--- config.mk ---
export PLATFORM = sky130hd
export DESIGN_NAME = fraction_arith_reduce
export DESIGN_NICKNAME = d
export VERILOG_FILES = /design/src/rtl/core/far_pkg.sv /design/src/rtl/core/fraction_arith_reduce.sv /design/src/rtl/core/far_reduce.sv
export VERILOG_INCLUDE_DIRS = /design/src /design/src/rtl/core
export SDC_FILE = /design/constraint.sdc
export NUM_CORES = 2
export LEC_CHECK = 0
export BUFFER_PORTS_ARGS = -buffer_cell sky130_fd_sc_hd__buf_4
export CAP_MARGIN = 20
export CORE_MARGIN = 2
export CORE_UTILIZATION = 30
export CTS_CLUSTER_DIAMETER = 100
export DETAILED_ROUTE_END_ITERATION = 10
export GPL_TIMING_DRIVEN = 0
export HOLD_SLACK_MARGIN = 0.05
export PLACE_DENSITY = 0.53
export SLEW_MARGIN = 15
export SYNTH_ARGS = -nofsm -noshare
export SYNTH_HDL_FRONTEND = slang
export SYNTH_HIERARCHICAL = 1
export SYNTH_SLANG_ARGS = --single-unit
--- constraint.sdc ---
create_clock -name clk -period 9.2 [get_ports clk]
set_input_delay 0.46 -clock clk [delete_from_list [all_inputs] [get_ports clk]]
set_output_delay 0.46 -clock clk [all_outputs]
set_load 0.01 [all_outputs]
--- src/rtl/core/fraction_arith_reduce_macros.svh ---
// Assertion macros shared by the fraction block.
`ifndef FRACTION_ARITH_REDUCE_MACROS_SVH
`define FRACTION_ARITH_REDUCE_MACROS_SVH

// The consequent must hold in the same cycle as the antecedent.
`define FAR_ASSERT_NOW(label, clk, rst, ante, cons) \
  label: assert property (@(posedge clk) disable iff (rst) (ante) |-> (cons)) \
    else $error("fraction_arith_reduce: same-cycle check failed");

// The consequent must hold in the cycle after the antecedent.
`define FAR_ASSERT_NEXT(label, clk, rst, ante, cons) \
  label: assert property (@(posedge clk) disable iff (rst) (ante) |=> (cons)) \
    else $error("fraction_arith_reduce: next-cycle check failed");

`endif

--- src/rtl/core/far_pkg.sv ---
`default_nettype none

package far_pkg;

  localparam int FIELD_W   = 16;
  localparam int FUNC_W    = 3;
  localparam int NUM_W     = 33;
  localparam int DEN_W     = 32;
  localparam int PROD_W    = 2 * FIELD_W;
  localparam int K_W       = 5;
  localparam int CNT_W     = 6;
  localparam int DIV_STEPS = NUM_W;

  localparam logic [FUNC_W-1:0] FUNC_ADD = 3'd0;
  localparam logic [FUNC_W-1:0] FUNC_MUL = 3'd1;
  localparam logic [FUNC_W-1:0] FUNC_INC = 3'd2;
  localparam logic [FUNC_W-1:0] FUNC_RED = 3'd3;
  localparam logic [FUNC_W-1:0] FUNC_EQ  = 3'd4;

  typedef enum logic [2:0] {
    T_IDLE,
    T_MUL_A,
    T_MUL_B,
    T_MUL_C,
    T_MUL_D,
    T_CHECK,
    T_WAIT,
    T_OUT
  } top_state_t;

  typedef enum logic [2:0] {
    R_IDLE,
    R_GCD,
    R_DIVN,
    R_DIVD,
    R_DONE
  } red_state_t;

  typedef struct packed {
    logic start;
  } red_ctrl_t;

  typedef struct packed {
    logic busy;
    logic done;
  } red_stat_t;

endpackage

`default_nettype wire

--- src/rtl/core/fraction_arith_reduce.sv ---
`default_nettype none

// Channel  Handshake              Fields
// input    in_valid / in_stall    func, a_num, a_den, b_num, b_den
// output   out_valid / out_stall  res_num, res_den, is_equal
//
// Equal and unused codes go straight to the output state; an add, increment or
// reduce passes the check state first. Multiply and cross add first use one shared
// 16 by 16 multiplier. A reducible result runs a binary GCD on one shared 33-bit
// subtractor, then two 33-step restoring divisions on that subtractor.
// Synchronous reset clears only control state; in_stall stays high from an accepted word
// until its result sits in the output register, which holds while out_stall is high.

`include "fraction_arith_reduce_macros.svh"

module fraction_arith_reduce #(
  parameter int OPERAND_WIDTH = 16
) (
  input  wire logic                        clk,
  input  wire logic                        rst,
  input  wire logic                        in_valid,
  output logic                             in_stall,
  input  wire logic [far_pkg::FUNC_W-1:0]  func,
  input  wire logic [far_pkg::FIELD_W-1:0] a_num,
  input  wire logic [far_pkg::FIELD_W-1:0] a_den,
  input  wire logic [far_pkg::FIELD_W-1:0] b_num,
  input  wire logic [far_pkg::FIELD_W-1:0] b_den,
  output logic                             out_valid,
  input  wire logic                        out_stall,
  output logic [far_pkg::NUM_W-1:0]        res_num,
  output logic [far_pkg::DEN_W-1:0]        res_den,
  output logic                             is_equal
);

  localparam int FW = far_pkg::FIELD_W;
  localparam int NW = far_pkg::NUM_W;
  localparam int DW = far_pkg::DEN_W;
  localparam int PW = far_pkg::PROD_W;
  localparam logic [FW-1:0] OP_MASK = (OPERAND_WIDTH >= FW) ? {FW{1'b1}}
                                      : FW'((64'd1 << OPERAND_WIDTH) - 64'd1);

  far_pkg::top_state_t state;
  far_pkg::top_state_t state_next;

  logic [far_pkg::FUNC_W-1:0] fn;
  logic [FW-1:0] an;
  logic [FW-1:0] ad;
  logic [FW-1:0] bn;
  logic [FW-1:0] bd;
  logic [NW-1:0] n;
  logic [DW-1:0] d;
  logic          eq;
  logic [PW-1:0] p;

  logic [FW-1:0] an_in;
  logic [FW-1:0] ad_in;
  logic [FW-1:0] bn_in;
  logic [FW-1:0] bd_in;
  logic [FW-1:0] mul_x;
  logic [FW-1:0] mul_y;
  logic [PW-1:0] prod;
  logic          load_out;
  logic          reducible;

  far_pkg::red_ctrl_t red_ctrl;
  far_pkg::red_stat_t red_stat;
  logic [NW-1:0]      red_num;
  logic [DW-1:0]      red_den;

  assign an_in     = a_num & OP_MASK;
  assign ad_in     = a_den & OP_MASK;
  assign bn_in     = b_num & OP_MASK;
  assign bd_in     = b_den & OP_MASK;
  assign prod      = PW'(mul_x) * PW'(mul_y);
  assign reducible = (n != '0) && (d != '0);

  always_comb begin
    state_next = state;
    unique case (state)
      far_pkg::T_IDLE: begin
        if (in_valid) begin
          priority if (func == far_pkg::FUNC_ADD && ad_in != bd_in) begin
            state_next = far_pkg::T_MUL_A;
          end else if (func == far_pkg::FUNC_MUL) begin
            state_next = far_pkg::T_MUL_A;
          end else if (func == far_pkg::FUNC_ADD || func == far_pkg::FUNC_INC ||
                       func == far_pkg::FUNC_RED) begin
            state_next = far_pkg::T_CHECK;
          end else begin
            state_next = far_pkg::T_OUT;
          end
        end
      end
      far_pkg::T_MUL_A: state_next = far_pkg::T_MUL_B;
      far_pkg::T_MUL_B: state_next = far_pkg::T_MUL_C;
      far_pkg::T_MUL_C: begin
        state_next = (fn == far_pkg::FUNC_ADD) ? far_pkg::T_MUL_D : far_pkg::T_CHECK;
      end
      far_pkg::T_MUL_D: state_next = far_pkg::T_CHECK;
      far_pkg::T_CHECK: begin
        state_next = reducible ? far_pkg::T_WAIT : far_pkg::T_OUT;
      end
      far_pkg::T_WAIT: begin
        if (red_stat.done) begin
          state_next = far_pkg::T_OUT;
        end
      end
      far_pkg::T_OUT: begin
        if (!out_valid || !out_stall) begin
          state_next = far_pkg::T_IDLE;
        end
      end
      default: state_next = far_pkg::T_IDLE;
    endcase
  end

  always_comb begin
    in_stall       = (state != far_pkg::T_IDLE);
    red_ctrl.start = (state == far_pkg::T_CHECK) && reducible;
    load_out       = (state == far_pkg::T_OUT) && (!out_valid || !out_stall);
    unique case (state)
      far_pkg::T_MUL_A: begin
        mul_x = an;
        mul_y = (fn == far_pkg::FUNC_ADD) ? bd : bn;
      end
      far_pkg::T_MUL_B: begin
        mul_x = (fn == far_pkg::FUNC_ADD) ? bn : ad;
        mul_y = (fn == far_pkg::FUNC_ADD) ? ad : bd;
      end
      far_pkg::T_MUL_C: begin
        mul_x = ad;
        mul_y = bd;
      end
      default: begin
        mul_x = '0;
        mul_y = '0;
      end
    endcase
  end

  always_ff @(posedge clk) begin
    if (rst) begin
      state <= far_pkg::T_IDLE;
    end else begin
      state <= state_next;
    end
  end

  always_ff @(posedge clk) begin
    p <= prod;
    unique case (state)
      far_pkg::T_IDLE: begin
        if (in_valid) begin
          fn <= func;
          an <= an_in;
          ad <= ad_in;
          bn <= bn_in;
          bd <= bd_in;
          eq <= 1'b0;
          unique case (func)
            far_pkg::FUNC_ADD: begin
              n <= NW'(an_in) + NW'(bn_in);
              d <= DW'(ad_in);
            end
            far_pkg::FUNC_INC: begin
              n <= NW'(an_in) + NW'(ad_in);
              d <= DW'(ad_in);
            end
            far_pkg::FUNC_RED: begin
              n <= NW'(an_in);
              d <= DW'(ad_in);
            end
            far_pkg::FUNC_EQ: begin
              n  <= '0;
              d  <= '0;
              eq <= (an_in == bn_in) && (ad_in == bd_in);
            end
            default: begin
              n <= '0;
              d <= '0;
            end
          endcase
        end
      end
      far_pkg::T_MUL_B: n <= NW'(p);
      far_pkg::T_MUL_C: begin
        if (fn == far_pkg::FUNC_ADD) begin
          n <= n + NW'(p);
        end else begin
          d <= DW'(p);
        end
      end
      far_pkg::T_MUL_D: d <= DW'(p);
      far_pkg::T_WAIT: begin
        if (red_stat.done) begin
          n <= red_num;
          d <= red_den;
        end
      end
      default: begin
      end
    endcase
  end

  always_ff @(posedge clk) begin
    if (rst) begin
      out_valid <= 1'b0;
    end else if (load_out) begin
      out_valid <= 1'b1;
    end else if (!out_stall) begin
      out_valid <= 1'b0;
    end
  end

  always_ff @(posedge clk) begin
    if (load_out) begin
      res_num  <= n;
      res_den  <= d;
      is_equal <= eq;
    end
  end

  far_reduce u_reduce (
    .clk     (clk),
    .rst     (rst),
    .ctrl    (red_ctrl),
    .num_in  (n),
    .den_in  (d),
    .stat    (red_stat),
    .num_out (red_num),
    .den_out (red_den)
  );

  `FAR_ASSERT_NEXT(a_busy_after_accept, clk, rst, in_valid && !in_stall, in_stall)
  `FAR_ASSERT_NOW(a_equal_zero_result, clk, rst, out_valid && is_equal, res_num == '0 && res_den == '0)
  `FAR_ASSERT_NOW(a_idle_reducer_free, clk, rst, !in_stall, !red_stat.busy)
  `FAR_ASSERT_NOW(a_result_reopens_input, clk, rst, $rose(out_valid), !in_stall)

endmodule

`default_nettype wire

--- src/rtl/core/far_reduce.sv ---
`default_nettype none

module far_reduce (
  input  wire logic                      clk,
  input  wire logic                      rst,
  input  wire far_pkg::red_ctrl_t        ctrl,
  input  wire logic [far_pkg::NUM_W-1:0] num_in,
  input  wire logic [far_pkg::DEN_W-1:0] den_in,
  output far_pkg::red_stat_t             stat,
  output logic [far_pkg::NUM_W-1:0]      num_out,
  output logic [far_pkg::DEN_W-1:0]      den_out
);

  localparam int NW = far_pkg::NUM_W;
  localparam int DW = far_pkg::DEN_W;
  localparam int CW = far_pkg::CNT_W;
  localparam logic [CW-1:0] LAST = CW'(far_pkg::DIV_STEPS - 1);

  far_pkg::red_state_t state;
  far_pkg::red_state_t state_next;

  logic [NW-1:0]              x;
  logic [NW-1:0]              y;
  logic [far_pkg::K_W-1:0]    k;
  logic [NW-1:0]              g;
  logic [NW-1:0]              rem;
  logic [NW-1:0]              quo;
  logic [CW-1:0]              cnt;
  logic [NW-1:0]              nn;
  logic [DW-1:0]              dd;

  logic [NW-1:0] sub_a;
  logic [NW-1:0] sub_b;
  logic [NW:0]   diff;
  logic          borrow;
  logic [NW-1:0] rem_sh;
  logic [NW-1:0] rem_step;
  logic [NW-1:0] quo_step;

  // One subtractor serves both the binary GCD and the restoring divisions.
  assign rem_sh = {rem[NW-2:0], quo[NW-1]};

  always_comb begin
    unique case (state)
      far_pkg::R_GCD: begin
        sub_a = x;
        sub_b = y;
      end
      far_pkg::R_DIVN, far_pkg::R_DIVD: begin
        sub_a = rem_sh;
        sub_b = g;
      end
      default: begin
        sub_a = '0;
        sub_b = '0;
      end
    endcase
  end

  assign diff     = {1'b0, sub_a} - {1'b0, sub_b};
  assign borrow   = diff[NW];
  assign rem_step = borrow ? rem_sh : diff[NW-1:0];
  assign quo_step = {quo[NW-2:0], ~borrow};

  always_comb begin
    state_next = state;
    unique case (state)
      far_pkg::R_IDLE: begin
        if (ctrl.start) begin
          state_next = far_pkg::R_GCD;
        end
      end
      far_pkg::R_GCD: begin
        if (x == y) begin
          state_next = far_pkg::R_DIVN;
        end
      end
      far_pkg::R_DIVN: begin
        if (cnt == LAST) begin
          state_next = far_pkg::R_DIVD;
        end
      end
      far_pkg::R_DIVD: begin
        if (cnt == LAST) begin
          state_next = far_pkg::R_DONE;
        end
      end
      default: begin
        state_next = far_pkg::R_IDLE;
      end
    endcase
  end

  always_comb begin
    stat.busy = (state != far_pkg::R_IDLE);
    stat.done = (state == far_pkg::R_DONE);
  end

  always_ff @(posedge clk) begin
    if (rst) begin
      state <= far_pkg::R_IDLE;
    end else begin
      state <= state_next;
    end
  end

  always_ff @(posedge clk) begin
    unique case (state)
      far_pkg::R_IDLE: begin
        if (ctrl.start) begin
          x  <= num_in;
          y  <= {1'b0, den_in};
          nn <= num_in;
          dd <= den_in;
          k  <= '0;
        end
      end
      far_pkg::R_GCD: begin
        priority if (x == y) begin
          g   <= x << k;
          rem <= '0;
          quo <= nn;
          cnt <= '0;
        end else if (!x[0] && !y[0]) begin
          x <= x >> 1;
          y <= y >> 1;
          k <= k + 1'b1;
        end else if (!x[0]) begin
          x <= x >> 1;
        end else if (!y[0]) begin
          y <= y >> 1;
        end else if (borrow) begin
          x <= y;
          y <= x;
        end else begin
          x <= diff[NW-1:0];
        end
      end
      far_pkg::R_DIVN: begin
        if (cnt == LAST) begin
          num_out <= quo_step;
          rem     <= '0;
          quo     <= {1'b0, dd};
          cnt     <= '0;
        end else begin
          rem <= rem_step;
          quo <= quo_step;
          cnt <= cnt + 1'b1;
        end
      end
      far_pkg::R_DIVD: begin
        rem <= rem_step;
        quo <= quo_step;
        cnt <= cnt + 1'b1;
        if (cnt == LAST) begin
          den_out <= quo_step[DW-1:0];
        end
      end
      default: begin
      end
    endcase
  end

endmodule

`default_nettype wire

# After elaboration in Yosys (flattened, before gate mapping)
# Index checks and enable logic that the tools add are counted.
# word_totals
register_bits,543
inputBits,71
out_inout_bits,68
word_cells,174
# op_classes
add_sub_neg,6
multipliers,1
eq_ne,35
n_shift,1
mux,61
bitwise,1
n_reduce_logical,41
# op_table
op,n
two-way mux 33 bit,17
case mux 33 bit (2 select lines),4
two-way mux 32 bit,6
case mux 33 bit (4 select lines),1
case mux 32 bit (4 select lines),1
case mux 33 bit (3 select lines),1
case mux 16 bit (3 select lines),2
case mux 32 bit (3 select lines),1
two-way mux 16 bit,4
case mux 17 bit (3 select lines),1
adder 16 x 16 -> 17 bit,2
subtractor 33 x 33 -> 34 bit,1
adder 33 x 32 -> 33 bit,1
equality test 33 bit,1
nonzero test 33 bit,1
<< shifter 33 x 5 -> 33 bit,1
equality test 16 bit,2
multiplier 16 x 16 -> 32 bit,1
nonzero test 32 bit,1
two-way mux 3 bit,9
case mux 3 bit (8 select lines),1
AND reduction 4 bit,6
equality test 3 x 2 -> 1 bit (second input constant),6
equality test 3 bit (second input constant),6
other kinds (29),69

# Logic depth before layout (Yosys ltp)
# logic_depth
ltp_word,10
mapped_depth,30
mapped_depth_nobuf,28

# By module
# The synthesis kept the hierarchy.
# modules_own_cells
mod,instances,cells_per_inst,area_per_inst_um2,seq_area_each_um2
fraction_arith_reduce,1,2022,20284.5,6696.4
far_reduce,1,1456,16366.9,9218.8

# Worst setup path after synthesis
# No wires, ideal clock.
# synth_path
path_kind,register -> register
start,reg fn[2] in the netlist's numbering
end,reg p[28]
setup_ps,125
arrival_ps,7135
t_required_ps,9075
path_slack_ps,1941
stages_incl_launch_ff,27
synth_period_minus_slack_ps,7259
path_cell_list,edfxtp_1 > or3_1 > nor3_1 > clkbuf_1 > a22oi_1 > nand2_1 > clkbuf_1 > nand2_1 > fa_1 > fa_1 > inv_1 > fa_1 > inv_1 > fa_1 > fa_1 > fa_1 > inv_1 > ha_1 > a2111oi_0 > o21ai_1 > o21ai_1 > o21ai_1 > a41o_1 > or3_1 > a31oi_1 > o22ai_1 > xor2_1
# synth_via
elab_chain_cells,4
elab_cells_between_ends,7
classes_between,mul (1); mux (5); reduce/logical (1)
# synth_rtl
element,line,source
"start, declared",fraction_arith_reduce.sv:45,logic [far_pkg::FUNC_W-1:0] fn;
"start signal, assigned",fraction_arith_reduce.sv:154,fn <= func;
zero test 3 bit (*),"fraction_arith_reduce.sv:124, fraction_arith_reduce.sv:127, fraction_arith_reduce.sv:128",
two-way mux 16 bit (on tied branches),"fraction_arith_reduce.sv:127, fraction_arith_reduce.sv:124, fraction_arith_reduce.sv:128",
case mux 16 bit (3 select lines),fraction_arith_reduce.sv:121,unique case (state)
multiplier 16 x 16 -> 32 bit (*),fraction_arith_reduce.sv:74,assign prod = PW'(mul_x) * PW'(mul_y);
net prod[28],fraction_arith_reduce.sv:61,logic [PW-1:0] prod;
"end signal, assigned",fraction_arith_reduce.sv:150,p <= prod;
"end, declared",fraction_arith_reduce.sv:53,logic [PW-1:0] p;
# The timed path passes the listed nets; every way through them passes the cells marked *.
# A chain may end at the register's enable or synchronous reset.

==> results.sh <==
export IMPL_dr_total_vias=29100
export IMPL_clock_sinks=543
export IMPL_cts_root_to_sink_buffers=3
export IMPL_synth_top_flop_cell="sky130_fd_sc_hd__edfxtp_1"
export IMPL_drt_wirelength_per_cell_um=24.9
export IMPL_max_clock_freq_mhz=115
export IMPL_crit_fanout=10
export IMPL_min_delay_path_class="in2reg"
export IMPL_worst_setup_path_start_kind="flop"
export IMPL_antenna_found_initial=8
export IMPL_dr_first_iter_drc_count=3201
export IMPL_cts_htree_levels=3
export IMPL_grt_total_usage_pct=21.2
export IMPL_synth_top_area_cell="sky130_fd_sc_hd__edfxtp_1"
export IMPL_drt_pre_antenna_iters=6
export IMPL_cp_required_ps=9710
export IMPL_largest_cells_by_area_after_synthesis="sky130_fd_sc_hd__edfxtp_1 41%, sky130_fd_sc_hd__fa_1 11%, sky130_fd_sc_hd__ha_1 6.5%, sky130_fd_sc_hd__nand2_1 4.2%, sky130_fd_sc_hd__mux2i_1 3.1%"
export IMPL_cts_post_setup_buffers_inserted=0
export IMPL_static_leakage_uw=0.0169
export IMPL_routabilityCongestion=0.929
export IMPL_critical_path_sink_type="flop"
export IMPL_tns_ps=0
export IMPL_global_route_usage_met1_pct=30.5
export IMPL_cts_buffers=68
export IMPL_global_route_usage_met3_pct=5.62
export IMPL_maxSlewHeadroom_pct=23.3
export IMPL_setup_violations=0
export IMPL_worstSetupPathType="reg2reg"
export IMPL_yosys_warnings=6
export IMPL_synth_top_area_share_pct=41.3
export IMPL_dpl_cell_area_um2=40200
export IMPL_syn_inst=3478
export IMPL_io_buffer_count=138
export IMPL_post_route_cells_drive_above_1_share_pct=9.34
export IMPL_remaining_drc_errors=0
export IMPL_seqPwrFrac_pct=28.1
export IMPL_final_cell_mix="504 x sky130_fd_sc_hd__edfxtp_1, 410 x sky130_fd_sc_hd__nand2_1, 290 x sky130_fd_sc_hd__inv_1, 289 x sky130_fd_sc_hd__nor2_1, 201 x sky130_fd_sc_hd__a21oi_1"
export IMPL_asr_flop_ratio_synth_pct=0
export IMPL_grt_busiest_layer="met2"
export IMPL_layout_cell_area_non_filler_um2=42800
export IMPL_cts_root_buf="sky130_fd_sc_hd__clkbuf_16"
export IMPL_postSynthAreaPerCell_um2=10.5
export IMPL_tritoncts_clock_tree="yes"
export IMPL_report_final_hold_viol_count=0
export IMPL_synth_distinct_cells=85
export IMPL_wl_mm=135
export IMPL_pwr_density_cell_nw_per_um2=348
export IMPL_grt_util_met2_pct=30.9
export IMPL_timing_max_cap_violations=0
export IMPL_proportion_of_synthesized_chip_area_in_sequential_cells_pct=43.4
export IMPL_power_share_switching_pct=48.0
export IMPL_design_core_area_um2=122000
export IMPL_detailedPlacementHpwl_mm=106
export IMPL_layout_worst_path_cycle_share_pct=94.6
export IMPL_fin_nets=4203
export IMPL_synthesis_nets=3937
export IMPL_unrepaired_setup_endpoints_after_global_routing="false"
export IMPL_clockPowerShare_pct=17.8
export IMPL_netSwitchingPower_uw=7160
export IMPL_timing_clock_skew_ps=33.8
export IMPL_die_x_um=354
export IMPL_worstPathArrival_ps=9220
export IMPL_outcome="finished, final reports clean"
export IMPL_worst_slew_pin_transition_ps=1140
export IMPL_worst_vdd_rail_ir_drop_v=0.000212
export IMPL_post_synth_edffs=504
export IMPL_area_of_the_mapped_netlist_um2=36700
export IMPL_worst_skew_pair_late_latency_ps=670
export IMPL_grt_pass1_vias=28200
export IMPL_intPower_uw=7760
export IMPL_drv_slew=0
export IMPL_layout_cells_most_common="sky130_fd_sc_hd__edfxtp_1"
export IMPL_die_area_um2=125000
export IMPL_grt_pass1_wl_mm=195
export IMPL_fp_row_count=128
export IMPL_post_route_min_period_ps=8710
export IMPL_clock_transition_at_the_registers_of_the_reported_paths_ps=50
export IMPL_ys_seq_elements=543
export IMPL_power_share_combinational_pct=54.1
export IMPL_dieHeight_um=354
export IMPL_detail_route_vias_per_cell=5.36
export IMPL_floorplan_initialDensity_pct=30.2
export IMPL_grt_max_degree=60
export IMPL_area_growth_pct=16.9
export IMPL_grt_overflow_total=0
export IMPL_ant_nets=0
export IMPL_ioPinCount=139
Yosys cell counts, drive strengths merged (21+ instances only):
| master | count |
|---|---|
| a21oi | 204 |
| inv | 291 |
| nor2 | 295 |
| clkbuf | 154 |
| ha | 191 |
| nor2b | 22 |
| a22o | 50 |
| o22ai | 41 |
| nand4 | 27 |
| nor3 | 36 |
| and3 | 21 |
| buf | 26 |
| xnor2 | 74 |
| a222oi | 32 |
| nand3 | 33 |
| nand2b | 28 |
| o21ai | 173 |
| nand2 | 413 |
| a22oi | 62 |
| edfxtp | 504 |
| mux2 | 40 |
| xor2 | 86 |
| and2 | 38 |
| a21boi | 21 |
| a211oi | 21 |
| dfxtp | 39 |
| a21o | 38 |
| mux2i | 115 |
| fa | 197 |
| nor4 | 31 |
area by class of cell:
type | count | area (µm²)
fill | 12200 | 78700
timing repair buffer | 199 | 1870
sequential | 543 | 15900
buffer | 177 | 692
clock inverter | 36 | 412
antenna | 1 | 2.50
inverter | 292 | 1100
multi-input combinational | 2463 | 19100
clock buffer | 82 | 1760
tap | 1625 | 2030
flip-flops by register name, indices dropped and copies added, names as in the netlist, 33 cells and up:
register          cells
u_reduce/g           33
u_reduce/y           33
u_reduce/quo         33
u_reduce/num_out     33
res_num              33
u_reduce/x           33
n                    33
u_reduce/nn          33
cells by family (layout without fill, tap and decap cells):
group                    count (synthesis)  after routing  synth area share [%]
adder cells (fa/ha/maj)                388            388                  17.3
AND/OR/NAND/NOR                        981            981                  11.8
buffers and inverters                  472            786                  4.91
flip-flops                             543            543                  43.4
other                                    0              1                     0
multiplexers                           164            164                  4.92
XOR/XNOR                               160            160                  3.82
AO/OA/AOI/OAI                          770            770                  13.9
metrics by stage:
step	total power [µW]	util, %	cells	hold WS (ps)	setup WS, ps
4_1_cts	14900	35.2	5418	57.5	122
3_5_place_dp	12100	33.1	5261	451	-97.7
2_1_floorplan	9190	-	3478	400	1940
6_report	14900	35.2	5418	77.9	493
3_3_place_gp	12100	32.7	5241	444	-2000
5_1_grt	15900	35.2	5417	66.2	7.39
metal layers:
layer	vias up	share of wire, %
met1	14600	45
li1	13000	-
met4	4	2.9
met3	183	9.4
met5	-	0.024
met2	1339	43
worst paths after layout:
| path | start | to | slack [ps] | cells past startpoint |
|---|---|---|---|---|
| worst min-delay path | a_num[6] | an[6]$_DFFE_PP_ | 80 | 1 |
| worst min register to register | u_reduce/quo[31]$_DFFE_PP_ | u_reduce/num_out[32]$_DFFE_PP_ | 460 | 0 |
| worst max register to register | state[1]$_SDFFE_PP0P_ | p[28]$_DFF_P_ | 490 | 27 |
| worst max-delay path | state[1]$_SDFFE_PP0P_ | p[28]$_DFF_P_ | 490 | 27 |
power groups by stage:
| stage | logic, µW | registers, µW | clock network (µW) |
|---|---|---|---|
| 3_3_place_gp | 7780 | 4290 | 0 |
| 5_1_grt | 8910 | 4210 | 2790 |
| 6_report | 8080 | 4190 | 2650 |
| 3_5_place_dp | 7910 | 4230 | 0 |
| 2_1_floorplan | 5460 | 3730 | 0 |
| 4_1_cts | 7990 | 4190 | 2700 |
critical path: stages (launching register included):
cell and delay, ps:
sky130_fd_sc_hd__dfxtp_1 300, sky130_fd_sc_hd__clkbuf_1 240, sky130_fd_sc_hd__nand2_1 500, sky130_fd_sc_hd__nor3_4 120
sky130_fd_sc_hd__clkbuf_1 280, sky130_fd_sc_hd__a222oi_1 730, sky130_fd_sc_hd__clkbuf_1 570, sky130_fd_sc_hd__nor2_1 140
sky130_fd_sc_hd__fa_1 550, sky130_fd_sc_hd__inv_1 50, sky130_fd_sc_hd__fa_1 470, sky130_fd_sc_hd__inv_1 50
sky130_fd_sc_hd__fa_1 520, sky130_fd_sc_hd__inv_1 60, sky130_fd_sc_hd__fa_1 550, sky130_fd_sc_hd__fa_1 430
sky130_fd_sc_hd__fa_1 490, sky130_fd_sc_hd__inv_1 40, sky130_fd_sc_hd__ha_1 340, sky130_fd_sc_hd__a2111oi_0 360
sky130_fd_sc_hd__o21ai_1 120, sky130_fd_sc_hd__o21ai_1 80, sky130_fd_sc_hd__o21ai_1 210, sky130_fd_sc_hd__a41o_1 320
sky130_fd_sc_hd__or3_1 310, sky130_fd_sc_hd__a31oi_1 420, sky130_fd_sc_hd__o22ai_1 150, sky130_fd_sc_hd__xor2_1 170
timing repair:
item,CTS,global route
endpoints found under the hold margin,39,0
cloned,0,0
hold buffers,39,0
endpoints found under the setup margin,2,9
gates resized for setup,1,6
(Power assumes the default switching activity.)
